`config.mk`:
```
export PLATFORM = sky130hd
export DESIGN_NAME = joystick_to_sbus_frame
export DESIGN_NICKNAME = d
export VERILOG_FILES = /design/src/design/jsf_pkg.sv /design/src/design/joystick_to_sbus_frame.sv /design/src/design/jsf_lane.sv /design/src/design/jsf_ser.sv
export SDC_FILE = /design/constraint.sdc
export NUM_CORES = 1
export LEC_CHECK = 0
export ABC_CLOCK_PERIOD_IN_PS = 6600
export BUFFER_PORTS_ARGS = -buffer_cell sky130_fd_sc_hd__buf_2
export CORE_MARGIN = 5
export CORE_UTILIZATION = 30
export CTS_BUF_LIST = sky130_fd_sc_hd__clkbuf_16
export DETAILED_ROUTE_END_ITERATION = 16
export GPL_TIMING_DRIVEN = 1
export PLACE_DENSITY = 0.51
export SYNTH_ARGS = -nofsm -noshare
export SYNTH_HDL_FRONTEND = slang
export SYNTH_SLANG_ARGS = --single-unit
```
`constraint.sdc`:
```
create_clock -name clk -period 6.6 [get_ports clk]
set_input_delay 0.66 -clock clk [delete_from_list [all_inputs] [get_ports clk]]
set_output_delay 0.66 -clock clk [all_outputs]
set_load 0.005 [all_outputs]
```
`src/design/jsf_pkg.sv`:
```
// ----------------------------------------------------------------------------
// jsf_pkg: shared types and constants for the joystick to SBUS frame encoder
// Frame layout constants, register indexes and the lane advance controls.
// ----------------------------------------------------------------------------
package jsf_pkg;

  localparam int SampleW  = 12;
  localparam int ChanW    = 11;
  localparam int ByteIdxW = 5;
  localparam int ProdW    = 23;

  localparam logic [SampleW-1:0]  AdcFull   = 12'd4095;
  localparam logic [10:0]         ScaleSpan = 11'd1600;
  localparam logic [ChanW-1:0]    SbusLow   = 11'd192;
  localparam logic [7:0]          SbusHeader = 8'h0F;
  localparam logic [7:0]          ZeroByte  = 8'h00;
  localparam logic [ByteIdxW-1:0] LastIdx   = 5'd24;

  // Frame byte positions: the header and the bytes that carry channel bits
  localparam logic [ByteIdxW-1:0] IdxRollLo   = 5'd1;
  localparam logic [ByteIdxW-1:0] IdxRollHi   = 5'd2;
  localparam logic [ByteIdxW-1:0] IdxPitchHi  = 5'd3;
  localparam logic [ByteIdxW-1:0] IdxHeader   = 5'd0;

  // Configuration register indexes
  typedef enum logic [0:0] {
    REG_ROLL_OFFSET  = 1'b0,
    REG_PITCH_OFFSET = 1'b1
  } cfg_reg_t;

  // Pipeline advance strobes handed to the lanes
  typedef struct packed {
    logic s1_en;
    logic s2_en;
  } lane_adv_t;

endpackage

```
`src/design/joystick_to_sbus_frame.sv`:
```
// ----------------------------------------------------------------------------
// joystick_to_sbus_frame: joystick sample pair to SBUS frame encoder
// Two scaling lanes (roll, pitch) feed a merge/serializer emitting 25 words.
// ----------------------------------------------------------------------------
// Channel  Dir  Payload                                    Word marks
// in_      in   tdata[11:0] roll, tdata[23:12] pitch       -
// out_     out  tdata[7:0] frame_byte, [12:8] byte_index   tlast = last_byte
// cfg_     in   cfg_addr 0 roll_offset, 1 pitch_offset     write on cfg_we
//
// Each frame is 25 words; the serializer sends one word per cycle while the
// output is not stalled. A taken pair passes through the product, channel
// and header registers, in that order. A new pair is taken while a frame is
// being sent, so frames leave back to back. Output stalls hold the pipeline in place.
// Reset clears the valid flags and the offset registers.
// ----------------------------------------------------------------------------
module joystick_to_sbus_frame (
  input  logic        clk,
  input  logic        rst_n,
  input  logic        in_tvalid,
  output logic        in_tready,
  input  logic [23:0] in_tdata,   // [11:0] roll_sample, [23:12] pitch_sample
  output logic        out_tvalid,
  input  logic        out_tready,
  output logic [15:0] out_tdata,  // [7:0] frame_byte, [12:8] byte_index, rest zero
  output logic        out_tlast,  // last_byte
  input  logic        cfg_we,
  input  logic [0:0]  cfg_addr,
  input  logic [10:0] cfg_wdata
);

  logic [jsf_pkg::ChanW-1:0]   roll_off_r, pitch_off_r;
  logic                        v1_r, v1_nxt, v2_r, v2_nxt;
  logic                        s1_ready, s2_ready;
  logic                        load_ready;
  jsf_pkg::lane_adv_t          adv;
  logic [jsf_pkg::SampleW-1:0] roll_s, pitch_rev;
  logic [jsf_pkg::ChanW-1:0]   roll_ch, pitch_ch;

  // Offset registers
  always_ff @(posedge clk) begin
    if (!rst_n) begin
      roll_off_r  <= '0;
      pitch_off_r <= '0;
    end else if (cfg_we) begin
      unique case (jsf_pkg::cfg_reg_t'(cfg_addr))
        jsf_pkg::REG_ROLL_OFFSET:  roll_off_r  <= cfg_wdata;
        jsf_pkg::REG_PITCH_OFFSET: pitch_off_r <= cfg_wdata;
        default: ;
      endcase
    end
  end

  // Pipeline handshake: a stage moves on when the next one is free
  assign s2_ready  = !v2_r || load_ready;
  assign s1_ready  = !v1_r || s2_ready;
  assign in_tready = s1_ready;
  assign adv.s1_en = in_tvalid && s1_ready;
  assign adv.s2_en = v1_r && s2_ready;

  always_comb begin
    v1_nxt = adv.s1_en ? 1'b1 : (adv.s2_en ? 1'b0 : v1_r);
    v2_nxt = adv.s2_en ? 1'b1 : ((v2_r && load_ready) ? 1'b0 : v2_r);
  end

  always_ff @(posedge clk) begin
    if (!rst_n) begin
      v1_r <= 1'b0;
      v2_r <= 1'b0;
    end else begin
      v1_r <= v1_nxt;
      v2_r <= v2_nxt;
    end
  end

  // Pitch runs reversed: 4095 - y is the bitwise complement of y
  assign roll_s    = in_tdata[11:0];
  assign pitch_rev = ~in_tdata[23:12];

  jsf_lane u_roll (
    .clk    (clk),
    .adv    (adv),
    .sample (roll_s),
    .offset (roll_off_r),
    .chan   (roll_ch)
  );

  jsf_lane u_pitch (
    .clk    (clk),
    .adv    (adv),
    .sample (pitch_rev),
    .offset (pitch_off_r),
    .chan   (pitch_ch)
  );

  jsf_ser u_ser (
    .clk        (clk),
    .rst_n      (rst_n),
    .load_valid (v2_r),
    .load_ready (load_ready),
    .roll_ch    (roll_ch),
    .pitch_ch   (pitch_ch),
    .out_tvalid (out_tvalid),
    .out_tready (out_tready),
    .out_tdata  (out_tdata),
    .out_tlast  (out_tlast)
  );

  a_take_fills: assert property (@(posedge clk) disable iff (!rst_n)
    (in_tvalid && in_tready) |=> v1_r)
    else $error("accepted pair did not enter first stage");

  a_s1_hold: assert property (@(posedge clk) disable iff (!rst_n)
    (v1_r && !s2_ready) |=> v1_r)
    else $error("first stage lost a pair while blocked");

  a_s2_hold: assert property (@(posedge clk) disable iff (!rst_n)
    (v2_r && !load_ready) |=> v2_r)
    else $error("channel stage lost a pair while serializer busy");

endmodule

```
`src/design/jsf_lane.sv`:
```
// ----------------------------------------------------------------------------
// jsf_lane: one axis scaling lane
// Scales a 12-bit sample by 1600/4095, adds 192 and the offset, wraps to 11b.
// Two register stages: product, then quotient plus offset.
// ----------------------------------------------------------------------------
module jsf_lane (
  input  logic                       clk,
  input  jsf_pkg::lane_adv_t         adv,
  input  logic [jsf_pkg::SampleW-1:0] sample,
  input  logic [jsf_pkg::ChanW-1:0]   offset,
  output logic [jsf_pkg::ChanW-1:0]   chan
);

  logic [jsf_pkg::ProdW-1:0] prod_r;
  logic [jsf_pkg::ProdW-1:0] prod_nxt;
  logic [jsf_pkg::ChanW-1:0] chan_r;
  logic [jsf_pkg::ChanW-1:0] chan_nxt;
  logic [jsf_pkg::ChanW-1:0] q_est;
  logic [12:0]               rem;
  logic [jsf_pkg::ChanW-1:0] quot;

  // Multiply the sample by the output span
  assign prod_nxt = jsf_pkg::ProdW'(sample) * jsf_pkg::ProdW'(jsf_pkg::ScaleSpan);

  always_ff @(posedge clk) begin
    if (adv.s1_en) begin
      prod_r <= prod_nxt;
    end
  end

  // Divide by 4095: n/4096 undershoots by at most one, remainder stays below 2*4095
  always_comb begin
    q_est    = prod_r[jsf_pkg::ProdW-1:12];
    rem      = {1'b0, prod_r[11:0]} + 13'(q_est);
    quot     = (rem >= 13'(jsf_pkg::AdcFull)) ? q_est + 11'd1 : q_est;
    chan_nxt = quot + jsf_pkg::SbusLow + offset;
  end

  always_ff @(posedge clk) begin
    if (adv.s2_en) begin
      chan_r <= chan_nxt;
    end
  end

  assign chan = chan_r;

endmodule

```
`src/design/jsf_ser.sv`:
```
// ----------------------------------------------------------------------------
// jsf_ser: frame merge and byte serializer
// Merges the two lane channels into a 25-byte SBUS frame, one word per cycle while out_tready is high.
// ----------------------------------------------------------------------------
module jsf_ser (
  input  logic                         clk,
  input  logic                         rst_n,
  input  logic                         load_valid,
  output logic                         load_ready,
  input  logic [jsf_pkg::ChanW-1:0]    roll_ch,
  input  logic [jsf_pkg::ChanW-1:0]    pitch_ch,
  output logic                         out_tvalid,
  input  logic                         out_tready,
  output logic [15:0]                  out_tdata,  // [7:0] frame_byte, [12:8] byte_index
  output logic                         out_tlast   // last_byte
);

  logic                          busy_r, busy_nxt;
  logic [jsf_pkg::ByteIdxW-1:0]  idx_r, idx_nxt;
  logic [7:0]                    byte_r, byte_nxt;
  logic [jsf_pkg::ChanW-1:0]     roll_r, pitch_r;
  logic                          at_last;
  logic                          out_fire;
  logic                          load_fire;

  // Byte k of the frame for the stored channels
  function automatic logic [7:0] frame_byte(input logic [jsf_pkg::ByteIdxW-1:0] k,
                                            input logic [jsf_pkg::ChanW-1:0] r,
                                            input logic [jsf_pkg::ChanW-1:0] p);
    logic [7:0] b;
    b = jsf_pkg::ZeroByte;
    unique case (k)
      jsf_pkg::IdxHeader:  b = jsf_pkg::SbusHeader;
      jsf_pkg::IdxRollLo:  b = r[7:0];
      jsf_pkg::IdxRollHi:  b = {p[4:0], r[10:8]};
      jsf_pkg::IdxPitchHi: b = {2'b00, p[10:5]};
      default:             b = jsf_pkg::ZeroByte;
    endcase
    return b;
  endfunction

  assign at_last    = (idx_r == jsf_pkg::LastIdx);
  assign out_fire   = busy_r && out_tready;
  assign load_ready = !busy_r || (out_tready && at_last);
  assign load_fire  = load_valid && load_ready;

  // Advance through the frame, load the next one as the last word leaves
  always_comb begin
    busy_nxt = busy_r;
    idx_nxt  = idx_r;
    byte_nxt = byte_r;
    if (load_fire) begin
      busy_nxt = 1'b1;
      idx_nxt  = jsf_pkg::IdxHeader;
      byte_nxt = jsf_pkg::SbusHeader;
    end else if (out_fire) begin
      if (at_last) begin
        busy_nxt = 1'b0;
      end else begin
        idx_nxt  = idx_r + 5'd1;
        byte_nxt = frame_byte(idx_r + 5'd1, roll_r, pitch_r);
      end
    end
  end

  always_ff @(posedge clk) begin
    if (!rst_n) begin
      busy_r <= 1'b0;
      idx_r  <= jsf_pkg::IdxHeader;
    end else begin
      busy_r <= busy_nxt;
      idx_r  <= idx_nxt;
    end
  end

  // Hold payload of the frame in flight
  always_ff @(posedge clk) begin
    byte_r <= byte_nxt;
    if (load_fire) begin
      roll_r  <= roll_ch;
      pitch_r <= pitch_ch;
    end
  end

  assign out_tvalid = busy_r;
  assign out_tdata  = {3'b000, idx_r, byte_r};
  assign out_tlast  = at_last;

  a_idx_range: assert property (@(posedge clk) disable iff (!rst_n)
    busy_r |-> (idx_r <= jsf_pkg::LastIdx))
    else $error("byte index beyond frame end");

  a_frame_end: assert property (@(posedge clk) disable iff (!rst_n)
    (out_fire && at_last && !load_valid) |=> !busy_r)
    else $error("serializer stayed busy after last word");

  a_load_header: assert property (@(posedge clk) disable iff (!rst_n)
    load_fire |=> (busy_r && idx_r == jsf_pkg::IdxHeader && byte_r == jsf_pkg::SbusHeader))
    else $error("new frame does not start with header");

endmodule

```
==> results of run 1 <==
## registers in the layout, summed over array words and instances, names as in the netlist, 8 cells and up
signal	count
u_roll.chan	11
u_roll.prod_r	17
roll_off_r	11
u_ser.roll_r	11
u_pitch.prod_r	17
pitch_off_r	11
u_pitch.chan	11
u_ser.pitch_r	11
u_ser.byte_r	8
## worst max path at each step
stage	endpoint	slack, ps	startpoint	cells after the start
after global placement	u_roll.chan[10]	1560	u_roll.prod_r[18]	18
after floorplan	u_pitch.chan[10]	1740	u_pitch.prod_r[18]	18
after global routing	u_roll.chan[10]	1050	u_roll.prod_r[18]	18
final	u_roll.chan[10]	1460	u_roll.prod_r[18]	17
after CTS	u_roll.chan[10]	1420	u_roll.prod_r[18]	17
after detailed placement	u_roll.chan[10]	1420	u_roll.prod_r[18]	17
## final cells by class
| type | instances | area share, % |
|---|---|---|
| clock inverters | 15 | 1.37 |
| well taps | 341 | 4.57 |
| repair buffers | 59 | 3.24 |
| inverters | 104 | 4.18 |
| flip-flops and latches | 116 | 33.2 |
| diodes | 3 | 0.0804 |
| clock buffers | 17 | 4.56 |
| multi-input cells | 550 | 48.8 |
## metal layers
metal | track usage, % | wire [um] | vias to the layer above
met3 | 2.52 | 516 | 14
met2 | 16.6 | 7000 | 73
met4 | 3.93 | 191 | 4
met1 | 14.9 | 8160 | 2517
li1 | - | - | 2868
met5 | 0 | 14 | -
## cell usage after synthesis, drive strengths merged, types with 3 or more instances
master,n,area (sq um)
a211oi,4,30.0
and2,4,25.0
dfxtp,38,761
clkbuf,10,38.8
nand4,3,33.8
nand2b,6,37.5
nand3,22,110
nand2,74,278
o31ai,6,45.0
buf,5,31.3
nor2b,12,75.1
a21o,7,52.6
a31oi,4,25.0
ha,137,1710
a221o,4,40.0
nor3,8,40.0
nor4,4,25.0
and3,8,50.1
a21boi,26,195
o21a,6,45.0
inv,104,390
a21oi,31,155
fa,18,360
xnor2,46,403
o21ai,16,80.1
a22oi,8,60.1
nor2,39,146
o211ai,3,22.5
edfxtp,78,2340
xor2,21,184
## stage by stage
| stage | power, W | cells |
|---|---|---|
| 6_report | 0.00276 | 1205 |
| 5_1_grt | 0.00298 | 1204 |
| 4_1_cts | 0.00280 | 1202 |
| 3_5_place_dp | 0.00193 | 1170 |
| 3_3_place_gp | 0.00193 | 1170 |
| 2_1_floorplan | 0.00171 | 785 |
## power by group through the flow
stage | Sequential [W] | Combinational (W) | Clock (W)
2_1_floorplan | 0.00101 | 0.000699 | 0
3_3_place_gp | 0.00104 | 0.000894 | 0
3_5_place_dp | 0.00104 | 0.000895 | 0
4_1_cts | 0.00102 | 0.000909 | 0.000870
5_1_grt | 0.00104 | 0.00104 | 0.000906
6_report | 0.00102 | 0.000893 | 0.000845
## kinds of logic after synthesis
kind of cell               count (synthesis)
AOI/OAI and AO/OA                        128
muxes                                      3
DFF                                      116
adders and majority gates                155
and+or+nand+nor                          193
xor gates and xnor gates                  68
other                                      1
buffers and inverters                    119
==> results.md, run 1 <==
* Status: completed
* Die Area at 30300 sq um
* Synth Cell Area at 8090 sq um
* Count of cell types in the netlist at 61
* Switching part of the total at 31.3%
* Drt pass-1 iters at 7
* Post-DP HPWL at 13000 um
* Die Ht at 174 um
* Cells after Synth at 783
* Setup WS pre-CTS at 1420 ps
* Routability cong. at 0.795
* Hold_buf cts at 0
* Slew margin rel. at 34.4%
* Final net count at 1044
* Fraction of registers with async set/reset at 0%
* Final TNS setup at 0 ps
* Number of buffers created by CTS at 17
* Crit Path Class: flop to flop
* Worst-path clk slew at 50 ps
* Final Skew at 6.93 ps
* Reg power frac at 37.1%
* Placed Area at 8780 sq um
* R2r endpoint: u_roll.chan[10]
* Slew @ Worst Pin at 978 ps
* Cell row count at 60
* Final Cell Area at 9340 sq um
* FILL cells at 2709
* Layout cell share with drive strength beyond 1 at 11.0%
* PostCTS Resize Cnt at 0
* Int Pwr at 0.00190 W
* First-pass GRT wire length at 27000 um
* Slew Viols, Final at 0
* Static Leak at 4.21 nW
* Peak supply drop at 0.169 mV
* Mux cell area share after synthesis at 0.402%
* Worst EP required at 6730 ps
* Simple logic cell fraction of the synthesized area at 11.5%
* Pin count of the biggest net entering global routing at 35
* Core Util, Final at 34.9%
* Setup Fix Bufs, Post-CTS at 0
* FF+latch count, synth at 116
* Largest family of logic cells by synthesized area: adder cells
* Routed wire length at 15900 um
* Clock network power share at 30.6%
* Hold Path End: u_ser.roll_r[8]
* Via count at 5476
* Post-Synth Adder-Cell Area at 25.6%
* Worst reg2reg path startpoint: u_roll.prod_r[18]
* P_sw at 0.000865 W
* Max Root-Sink Buffers at 2
* Setup Viol. Count Final at 0
* Starting Density at 30.3%
* Io pins at 60
* Crit path DAT at 5270 ps
* Min-Delay Path Class: flop to flop
* Cell with the largest stage delay on the worst path: a21oi_1
* Clk_lat worst skew at 400 ps
* Combinational power share at 32.3%
* Pwr dens at 296 nW/um^2
* Worst Hold Path Cells at 0
* Cell chain of the critical path: ha_1, fa_1, a211oi_1, xnor2_1, a311oi_1, a211oi_1, a21oi_1, mux2_2, ha_1, ha_1, a21oi_1, o211ai_1, o21a_1, o21ai_0, nand2b_1, a31oi_1, xnor3_1
* R2R cell count at 17
* Clock sinks at 116
* Max-cap viol count at 0
* WP buf/inv at 0
* Crit Path Max Fanout at 11
* Post-DR vias/cell at 4.54
* Core Box Area at 26700 sq um
* Fmax achieved at 0.195 GHz
* Post-synth EDFFs at 78
* Critical path launch point type: flop
* Flop2flop setup slack at 1460 ps
* Prevailing post-synth register cell: edfxtp_1
* Final Hold Vio Count at 0
* Syn. warnings at 0
* CTS tree: built
* ANT nets after route at 0
* Residual DRC at 0
* Detailed-route wire length per cell at 13.2 um
* Most frequent cells in the layout: ha_1, inv_1, edfxtp_1
* Register Area at 3100 sq um
* Post-synthesis xor/xnor area fraction at 7.53%
* Gr ovfl total at 0
* Tmin final at 5140 ps
* Final WS setup at 1460 ps
* Chip width at 174 um
* Hold_sp: u_roll.chan[8]
* Vias in the first global route at 5529
* Gr usage total at 10.8%
* Clock root buffer: clkbuf_16
* Delay-heaviest family, CP: compound AO/OA/AOI/OAI gates
* Final Cycle Share at 77.9%
* RSZ-0062 raised after global routing: no
* Sequential-to-total area share from yosys stat at 38.4%
* PortBufs at 56
* H-Tree Depth at 4
* Most frequent CP cell: ha_1
* Area taken by multi-input logic gates at 4550 sq um
* Commonest non-fill, non-tap cell in the layout: ha_1
* Syn_area_per_cell at 10.3 sq um
* Synth Area in Compound Gates at 10.8%
* P&R area growth vs syn at 15.4%
* Initial antenna violation count at 4
* Crit-path max cell delay at 600 ps
* Setup crit end kind: flop
* Initial DRC count at 242
* Hold slack at 414 ps
Power figures use the tool's default switching activity.
==> run 2: changes to the inputs <==
--- a/config.mk
+++ b/config.mk
@@ -5,14 +5,15 @@
 export SDC_FILE = /design/constraint.sdc
 export NUM_CORES = 1
 export LEC_CHECK = 0
-export ABC_CLOCK_PERIOD_IN_PS = 6600
+export ABC_AREA = 1
+export ABC_CLOCK_PERIOD_IN_PS = 4800
 export BUFFER_PORTS_ARGS = -buffer_cell sky130_fd_sc_hd__buf_2
 export CORE_MARGIN = 5
 export CORE_UTILIZATION = 30
 export CTS_BUF_LIST = sky130_fd_sc_hd__clkbuf_16
 export DETAILED_ROUTE_END_ITERATION = 16
 export GPL_TIMING_DRIVEN = 1
-export PLACE_DENSITY = 0.51
+export PLACE_DENSITY = 0.5
 export SYNTH_ARGS = -nofsm -noshare
 export SYNTH_HDL_FRONTEND = slang
 export SYNTH_SLANG_ARGS = --single-unit
==> constraint.sdc (replaced) <==
create_clock -name clk -period 4.8 [get_ports clk]
set_input_delay 0.48 -clock clk [delete_from_list [all_inputs] [get_ports clk]]
set_output_delay 0.48 -clock clk [all_outputs]
set_load 0.005 [all_outputs]
==> results.md, run 2 <==
* Crit path depth at 19
* Via count at 6015
* Cell with the largest stage delay on the worst path: fa_1
* Hold_buf cts at 0
* R2r endpoint: u_pitch.chan[7]
* CP startpoint: u_pitch.prod_r[18]
* Worst EP required at 4950 ps
* Cell with the most instances after synthesis: nand2_1
* H-Tree Depth at 4
* PostCTS Resize Cnt at 0
* Hold slack at 286 ps
* Delay-heaviest family, CP: adder cells
* Cells after Synth at 930
* Crit Path Max Fanout at 11
* Final net count at 1194
* FILL cells at 2990
* Synth Cell Area at 8370 sq um
* Slew @ Worst Pin at 932 ps
* Clock sinks at 116
* Crit Path Class: flop to flop
* Sequential-to-total area share from yosys stat at 37.1%
* Commonest non-fill, non-tap cell in the layout: nand2_1
* Gr usage total at 11.3%
* Area taken by multi-input logic gates at 4630 sq um
* Initial DRC count at 252
* PortBufs at 56
* Clk_lat worst skew at 410 ps
* Ranking of synthesized cells by area: edfxtp_1, ha_1, dfxtp_1, nand2_1, inv_1
* Pin count of the biggest net entering global routing at 35
* WP buf/inv at 2
* Cell chain of the critical path: ha_1, fa_1, nand2_1, nor2_1, nand2_1, nor2_1, nand2_1, o21bai_2, nand2_1, xor2_1, inv_1, ha_1, inv_1, fa_1, o21ai_0, a21oi_1, nor2_1, nor2_1, xnor2_1
* ANT nets after route at 0
* Slew margin rel. at 37.8%
* Residual DRC at 0
* Leading post-synthesis cells by instance count: nand2_1, inv_1, ha_1
* CP endpoint: u_pitch.chan[7]
* Die Area at 31300 sq um
* Layout cell share with drive strength beyond 1 at 9.50%
* Post-synth top area share at 28.0%
* Crit path DAT at 4130 ps
* Worst-path clk slew at 60 ps
* Leading area contributor after synthesis: edfxtp_1
* P&R area growth vs syn at 15.3%
* Final TNS setup at 0 ps
* Peak supply drop at 0.265 mV
* Initial antenna violation count at 6
* Chip width at 177 um
* Core Box Area at 27600 sq um
* Final Cycle Share at 82.9%
* Syn_area_per_cell at 9.00 sq um
* Starting Density at 30.3%
* Die Ht at 177 um
* Setup crit end kind: flop
* First-pass GRT wire length at 28900 um
* Count of cell types in the netlist at 40
* Routability cong. at 0.814
* Setup Fix Bufs, Post-CTS at 0
* Fmax achieved at 0.251 GHz
* Status: completed
* Routed wire length at 16600 um
* Static Leak at 4.69 nW
* Number of buffers created by CTS at 17
* Io pins at 60
* Post-DP HPWL at 13500 um
* Slew Viols, Final at 0
* Post-synth EDFFs at 78
* Cell row count at 61
* Vias in the first global route at 6036
* Critical path launch point type: flop
* Prevailing post-synth register cell: edfxtp_1
* Syn. warnings at 0
* Max Root-Sink Buffers at 2
* Setup Viol. Count Final at 0
* CTS tree: built
* FF+latch count, synth at 116
* Pwr dens at 426 nW/um^2
* R2R cell count at 19
* Drt pass-1 iters at 5
* Tmin final at 3980 ps
* Final Skew at 10.9 ps
* Register Area at 3100 sq um
* Flop2flop setup slack at 820 ps
* Final Hold Vio Count at 0
* Detailed-route wire length per cell at 11.9 um
* RSZ-0062 raised after global routing: no
* Most frequent cells in the layout: nand2_1, inv_1, ha_1
* Crit-path max cell delay at 480 ps
* Fraction of registers with async set/reset at 0%
* Clock root buffer: clkbuf_16
* Max-cap viol count at 0
* Post-DR vias/cell at 4.33
* Worst reg2reg path startpoint: u_pitch.prod_r[18]
* Min-Delay Path Class: primary input to flop
* Largest regs: u_pitch.prod_r x17, u_roll.prod_r x17
* Gr ovfl total at 0
[run 2: cell count changes after synthesis, moves of 12 or more]
cell,before,now
nand2_1,74,163
nand3_1,22,44
nor2_1,39,77
a21boi_0,25,0
xnor2_1,46,16
o21ai_0,13,38
a21oi_1,31,57
nor2b_1,12,0
inv_1,104,154
xor2_1,21,45
[run 2: kinds of logic (layout without fill, tap and decap cells)]
kind of cell / count (synthesis) / in the layout / share of synthesized area, %
adders and majority gates: 155 / 155 / 24.8
buffers and inverters: 165 / 244 / 7.69
xor gates and xnor gates: 62 / 62 / 6.58
AOI/OAI and AO/OA: 115 / 115 / 7.54
and+or+nand+nor: 316 / 316 / 16.3
DFF: 116 / 116 / 37.1
other: 1 / 4 / 0.0448
[run 2: power by group]
part / switching, W / leakage (nW) / internal [W]
logic: 0.000830 / 3.34 / 0.000592
clock network: 0.000438 / 0.291 / 0.000800
registers: 0.000120 / 1.05 / 0.00133
total: 0.00139 / 4.69 / 0.00272
[run 2: layer usage]
layer  vias to the layer above  part of all wire (%)  global-route usage, %  wire (um)
met5                         -                  0.40                      0         66
met4                        10                   1.2                   3.58        203
li1                       3212                     -                      -          -
met1                      2683                    50                   15.5       8260
met2                        86                    43                   17.4       7140
met3                        24                   5.4                   3.12        899
[run 2: worst register-to-register path: cells and delay by family, from the launching register on]
kind                       cells  cell delay, ps
adders and majority gates      4            1450
AOI/OAI and AO/OA              3             840
and+or+nand+nor                8             630
DFF                            1             410
xor gates and xnor gates       2             270
buffers and inverters          2             120
[run 2: layout make-up]
class                           count  share of cell area (%)
Clock buffer                       17                    4.41
Sequential cell                   116                    32.2
Tap cell                          378                    4.90
Clock inverter                     15                    1.54
Multi-Input combinational cell    651                    48.0
Antenna cell                        1                  0.0259
Inverter                          155                    6.03
Timing Repair Buffer               57                    2.98
[run 2: how the worst min path moves through the flow]
| stage | from | to | slack [ps] | cells after the start |
|---|---|---|---|---|
| 3_5_place_dp | u_roll.chan[8] | u_ser.roll_r[8] | 410 | 0 |
| 4_1_cts | in_tdata[1] | u_roll.prod_r[7] | 260 | 1 |
| 6_report | in_tdata[1] | u_roll.prod_r[7] | 290 | 1 |
| 3_3_place_gp | u_pitch.chan[6] | u_ser.pitch_r[6] | 400 | 0 |
| 2_1_floorplan | u_pitch.chan[0] | u_ser.pitch_r[0] | 400 | 0 |
| 5_1_grt | in_tdata[0] | u_roll.prod_r[6] | 280 | 1 |
[run 2: through the flow]
| step | worst slack [ps] | instances | utilization, % | instance area, sq um | power (W) |
|---|---|---|---|---|---|
| 2_1_floorplan | 1170 | 932 | - | 8370 | 0.00255 |
| 3_3_place_gp | 886 | 1357 | 32.8 | 9070 | 0.00290 |
| 3_5_place_dp | 815 | 1357 | 32.8 | 9070 | 0.00289 |
| 4_1_cts | 792 | 1389 | 34.9 | 9650 | 0.00417 |
| 5_1_grt | 388 | 1390 | 34.9 | 9650 | 0.00449 |
| 6_report | 822 | 1390 | 34.9 | 9650 | 0.00411 |
==> run 3: changes to the inputs <==
--- a/config.mk
+++ b/config.mk
@@ -5,15 +5,15 @@
 export SDC_FILE = /design/constraint.sdc
 export NUM_CORES = 1
 export LEC_CHECK = 0
-export ABC_AREA = 1
-export ABC_CLOCK_PERIOD_IN_PS = 4800
+export ABC_AREA = 0
+export ABC_CLOCK_PERIOD_IN_PS = 3800
 export BUFFER_PORTS_ARGS = -buffer_cell sky130_fd_sc_hd__buf_2
 export CORE_MARGIN = 5
 export CORE_UTILIZATION = 30
 export CTS_BUF_LIST = sky130_fd_sc_hd__clkbuf_16
 export DETAILED_ROUTE_END_ITERATION = 16
 export GPL_TIMING_DRIVEN = 1
-export PLACE_DENSITY = 0.5
+export PLACE_DENSITY = 0.51
 export SYNTH_ARGS = -nofsm -noshare
 export SYNTH_HDL_FRONTEND = slang
 export SYNTH_SLANG_ARGS = --single-unit
==> constraint.sdc (replaced) <==
create_clock -name clk -period 3.8 [get_ports clk]
set_input_delay 0.38 -clock clk [delete_from_list [all_inputs] [get_ports clk]]
set_output_delay 0.38 -clock clk [all_outputs]
set_load 0.005 [all_outputs]
==> results.md, run 3 (synthesized netlist as in run 1, its figures left out) <==
* Status: complete, but fails checks
* Failing checks: setup timing
* First-pass GRT wire length at 28400 um
* Dpl cells at 1241
* Pwr dens at 528 nW/um^2
* Largest regs: u_pitch.prod_r x17, u_roll.prod_r x17
* R2r endpoint: u_pitch.chan[10]
* WL met3 at 609 um
* Via count at 5766
* Initial DRC count at 174
* Hold_buf cts at 0
* Flop2flop setup slack at -770 ps
* Setup Viol. Count Final at 11
* Power Total at 0.00545 W
* Cell chain of the critical path: ha_2, fa_2, xnor2_1, or3_1, or4_4, nand4_4, and4_4, nand3_2, xnor2_1, ha_1, ha_4, and3_4, a2111o_1, a21o_1, a21o_1, a31oi_2, xnor2_1, xnor2_1
* Most frequent CP cell: xnor2_1
* Hold_sp: in_tdata[2]
* Max Root-Sink Buffers at 2
* Int Pwr at 0.00375 W
* Crit path DAT at 4720 ps
* Slew margin rel. at 51.1%
* Gr ovfl total at 0
* Final Cell Area at 10300 sq um
* Post-DR vias/cell at 4.49
* Final WS setup at -766 ps
* CTS tree: built
* Detailed-route wire length per cell at 13.1 um
* Routability cong. at 0.798
* P&R area growth vs syn at 27.7%
* Most frequent cells in the layout: ha_1, inv_1, buf_4
* Worst EP required at 3950 ps
* Cell with the largest stage delay on the worst path: or4_4
* Critical path launch point type: flop
* Slew Viols, Final at 0
* WP buf/inv at 0
* Metal2 WL at 7840 um
* Final Cycle Share at 120%
* Residual DRC at 0
* Slew @ Worst Pin at 733 ps
* Chip width at 174 um
* Die Area at 30300 sq um
* Placed Area at 9460 sq um
* Core Box Area at 26700 sq um
* Drt pass-1 iters at 6
* Clock root buffer: clkbuf_16
* Clock sinks at 116
* R2R cell count at 18
* Worst-path clk slew at 60 ps
* Delay-heaviest family, CP: simple AND/OR/NAND/NOR gates
* Initial antenna violation count at 3
* Post-DP HPWL at 13600 um
* Final Hold Vio Count at 0
* Switching part of the total at 31.2%
* Io pins at 60
* RSZ-0062 raised after global routing: yes
* Fmax achieved at 0.219 GHz
* Worst Hold Path Cells at 1
* Top Metal Used: met5
* H-Tree Depth at 4
* Reg power frac at 31.9%
* Crit-path max cell delay at 440 ps
* Routed wire length at 16900 um
* Starting Density at 30.3%
* Peak supply drop at 0.312 mV
* M1 WL at 8300 um
* P_sw at 0.00170 W
* Setup crit end kind: flop
* Cell row count at 60
* Layout cell share with drive strength beyond 1 at 23.7%
* Combinational power share at 39.4%
* FILL cells at 2709
* Commonest non-fill, non-tap cell in the layout: ha_1
* Static Leak at 4.67 nW
* Max-cap viol count at 0
* Final Skew at 13.1 ps
* Vias in the first global route at 5876
* Hold Path End: u_roll.prod_r[8]
* Clk_lat worst skew at 410 ps
* Worst reg2reg path startpoint: u_pitch.prod_r[18]
* Crit Path Max Fanout at 4
* Min-Delay Path Class: primary input to flop
* Core Util, Final at 38.6%
* Fin cells at 1285
* PortBufs at 56
* Die Ht at 174 um
* Clock network power share at 28.6%
* Gr usage total at 11.5%
* Final net count at 1125
* Number of buffers created by CTS at 17
* Crit Path Class: flop to flop
* Pin count of the biggest net entering global routing at 35
* Tmin final at 4570 ps
* ANT nets after route at 0
==> run 3: final cells by class <==
type                    instances  area, sq um  share of cell area, %
clock buffers                  17          425                   4.12
clock inverters                15          150                   1.45
well taps                     341          427                   4.13
multi-input cells             550         4890                   47.3
repair buffers                140          938                   9.09
inverters                     104          390                   3.78
diodes                          2         5.00                 0.0485
flip-flops and latches        116         3100                   30.0
==> run 3: how the worst max path moves through the flow <==
stage | startpoint | slack, ps | depth (start not counted) | to
after floorplan | u_pitch.prod_r[18] | -760 | 18 | u_pitch.chan[10]
after global placement | u_pitch.prod_r[18] | -730 | 18 | u_pitch.chan[10]
after detailed placement | u_pitch.prod_r[18] | -820 | 17 | u_pitch.chan[10]
after CTS | u_pitch.prod_r[18] | -810 | 18 | u_pitch.chan[10]
after global routing | u_pitch.prod_r[18] | -980 | 18 | u_pitch.chan[10]
final | u_pitch.prod_r[18] | -770 | 18 | u_pitch.chan[10]
==> run 3: through the flow <==
step           hold slack [ps]  TNS [ps]  setup WS, ps
2_1_floorplan              400     -2780          -762
3_3_place_gp               406     -4350          -733
3_5_place_dp               405     -5190          -821
4_1_cts                    170     -4600          -809
5_1_grt                    182     -6540          -981
6_report                   190     -4200          -766
==> run 3: timing repair <==
item | 4_1_cts | 5_1_grt
setup buffers | 13 | 2
pin swaps | 19 | 32
resized for setup | 19 | 19
endpoints found under the setup margin | 14 | 16
==> run 3: worst reg2reg max path: stages, from the launching register on <==
cell and delay [ps]:
edfxtp_1 390, ha_2 210, fa_2 390, xnor2_1 120, or3_1 330, or4_4 440
nand4_4 130, and4_4 240, nand3_2 80, xnor2_1 130, ha_1 310, ha_4 240
and3_4 140, a2111o_1 400, a21o_1 170, a21o_1 170, a31oi_2 180, xnor2_1 150
xnor2_1 100
==> run 3: layer usage <==
| layer | vias up | global-route usage (%) |
|---|---|---|
| met5 | - | 0 |
| met4 | 2 | 3.86 |
| met3 | 12 | 2.54 |
| met2 | 74 | 18.7 |
| met1 | 2661 | 15.1 |
| li1 | 3017 | - |
==> run 3: power groups by stage <==
stage	Sequential, W	Combinational (W)	Clock (W)
after global placement	0.00177	0.00196	0
final	0.00174	0.00215	0.00156
after global routing	0.00176	0.00245	0.00166
after CTS	0.00175	0.00209	0.00161
after detailed placement	0.00177	0.00197	0
after floorplan	0.00175	0.00128	0
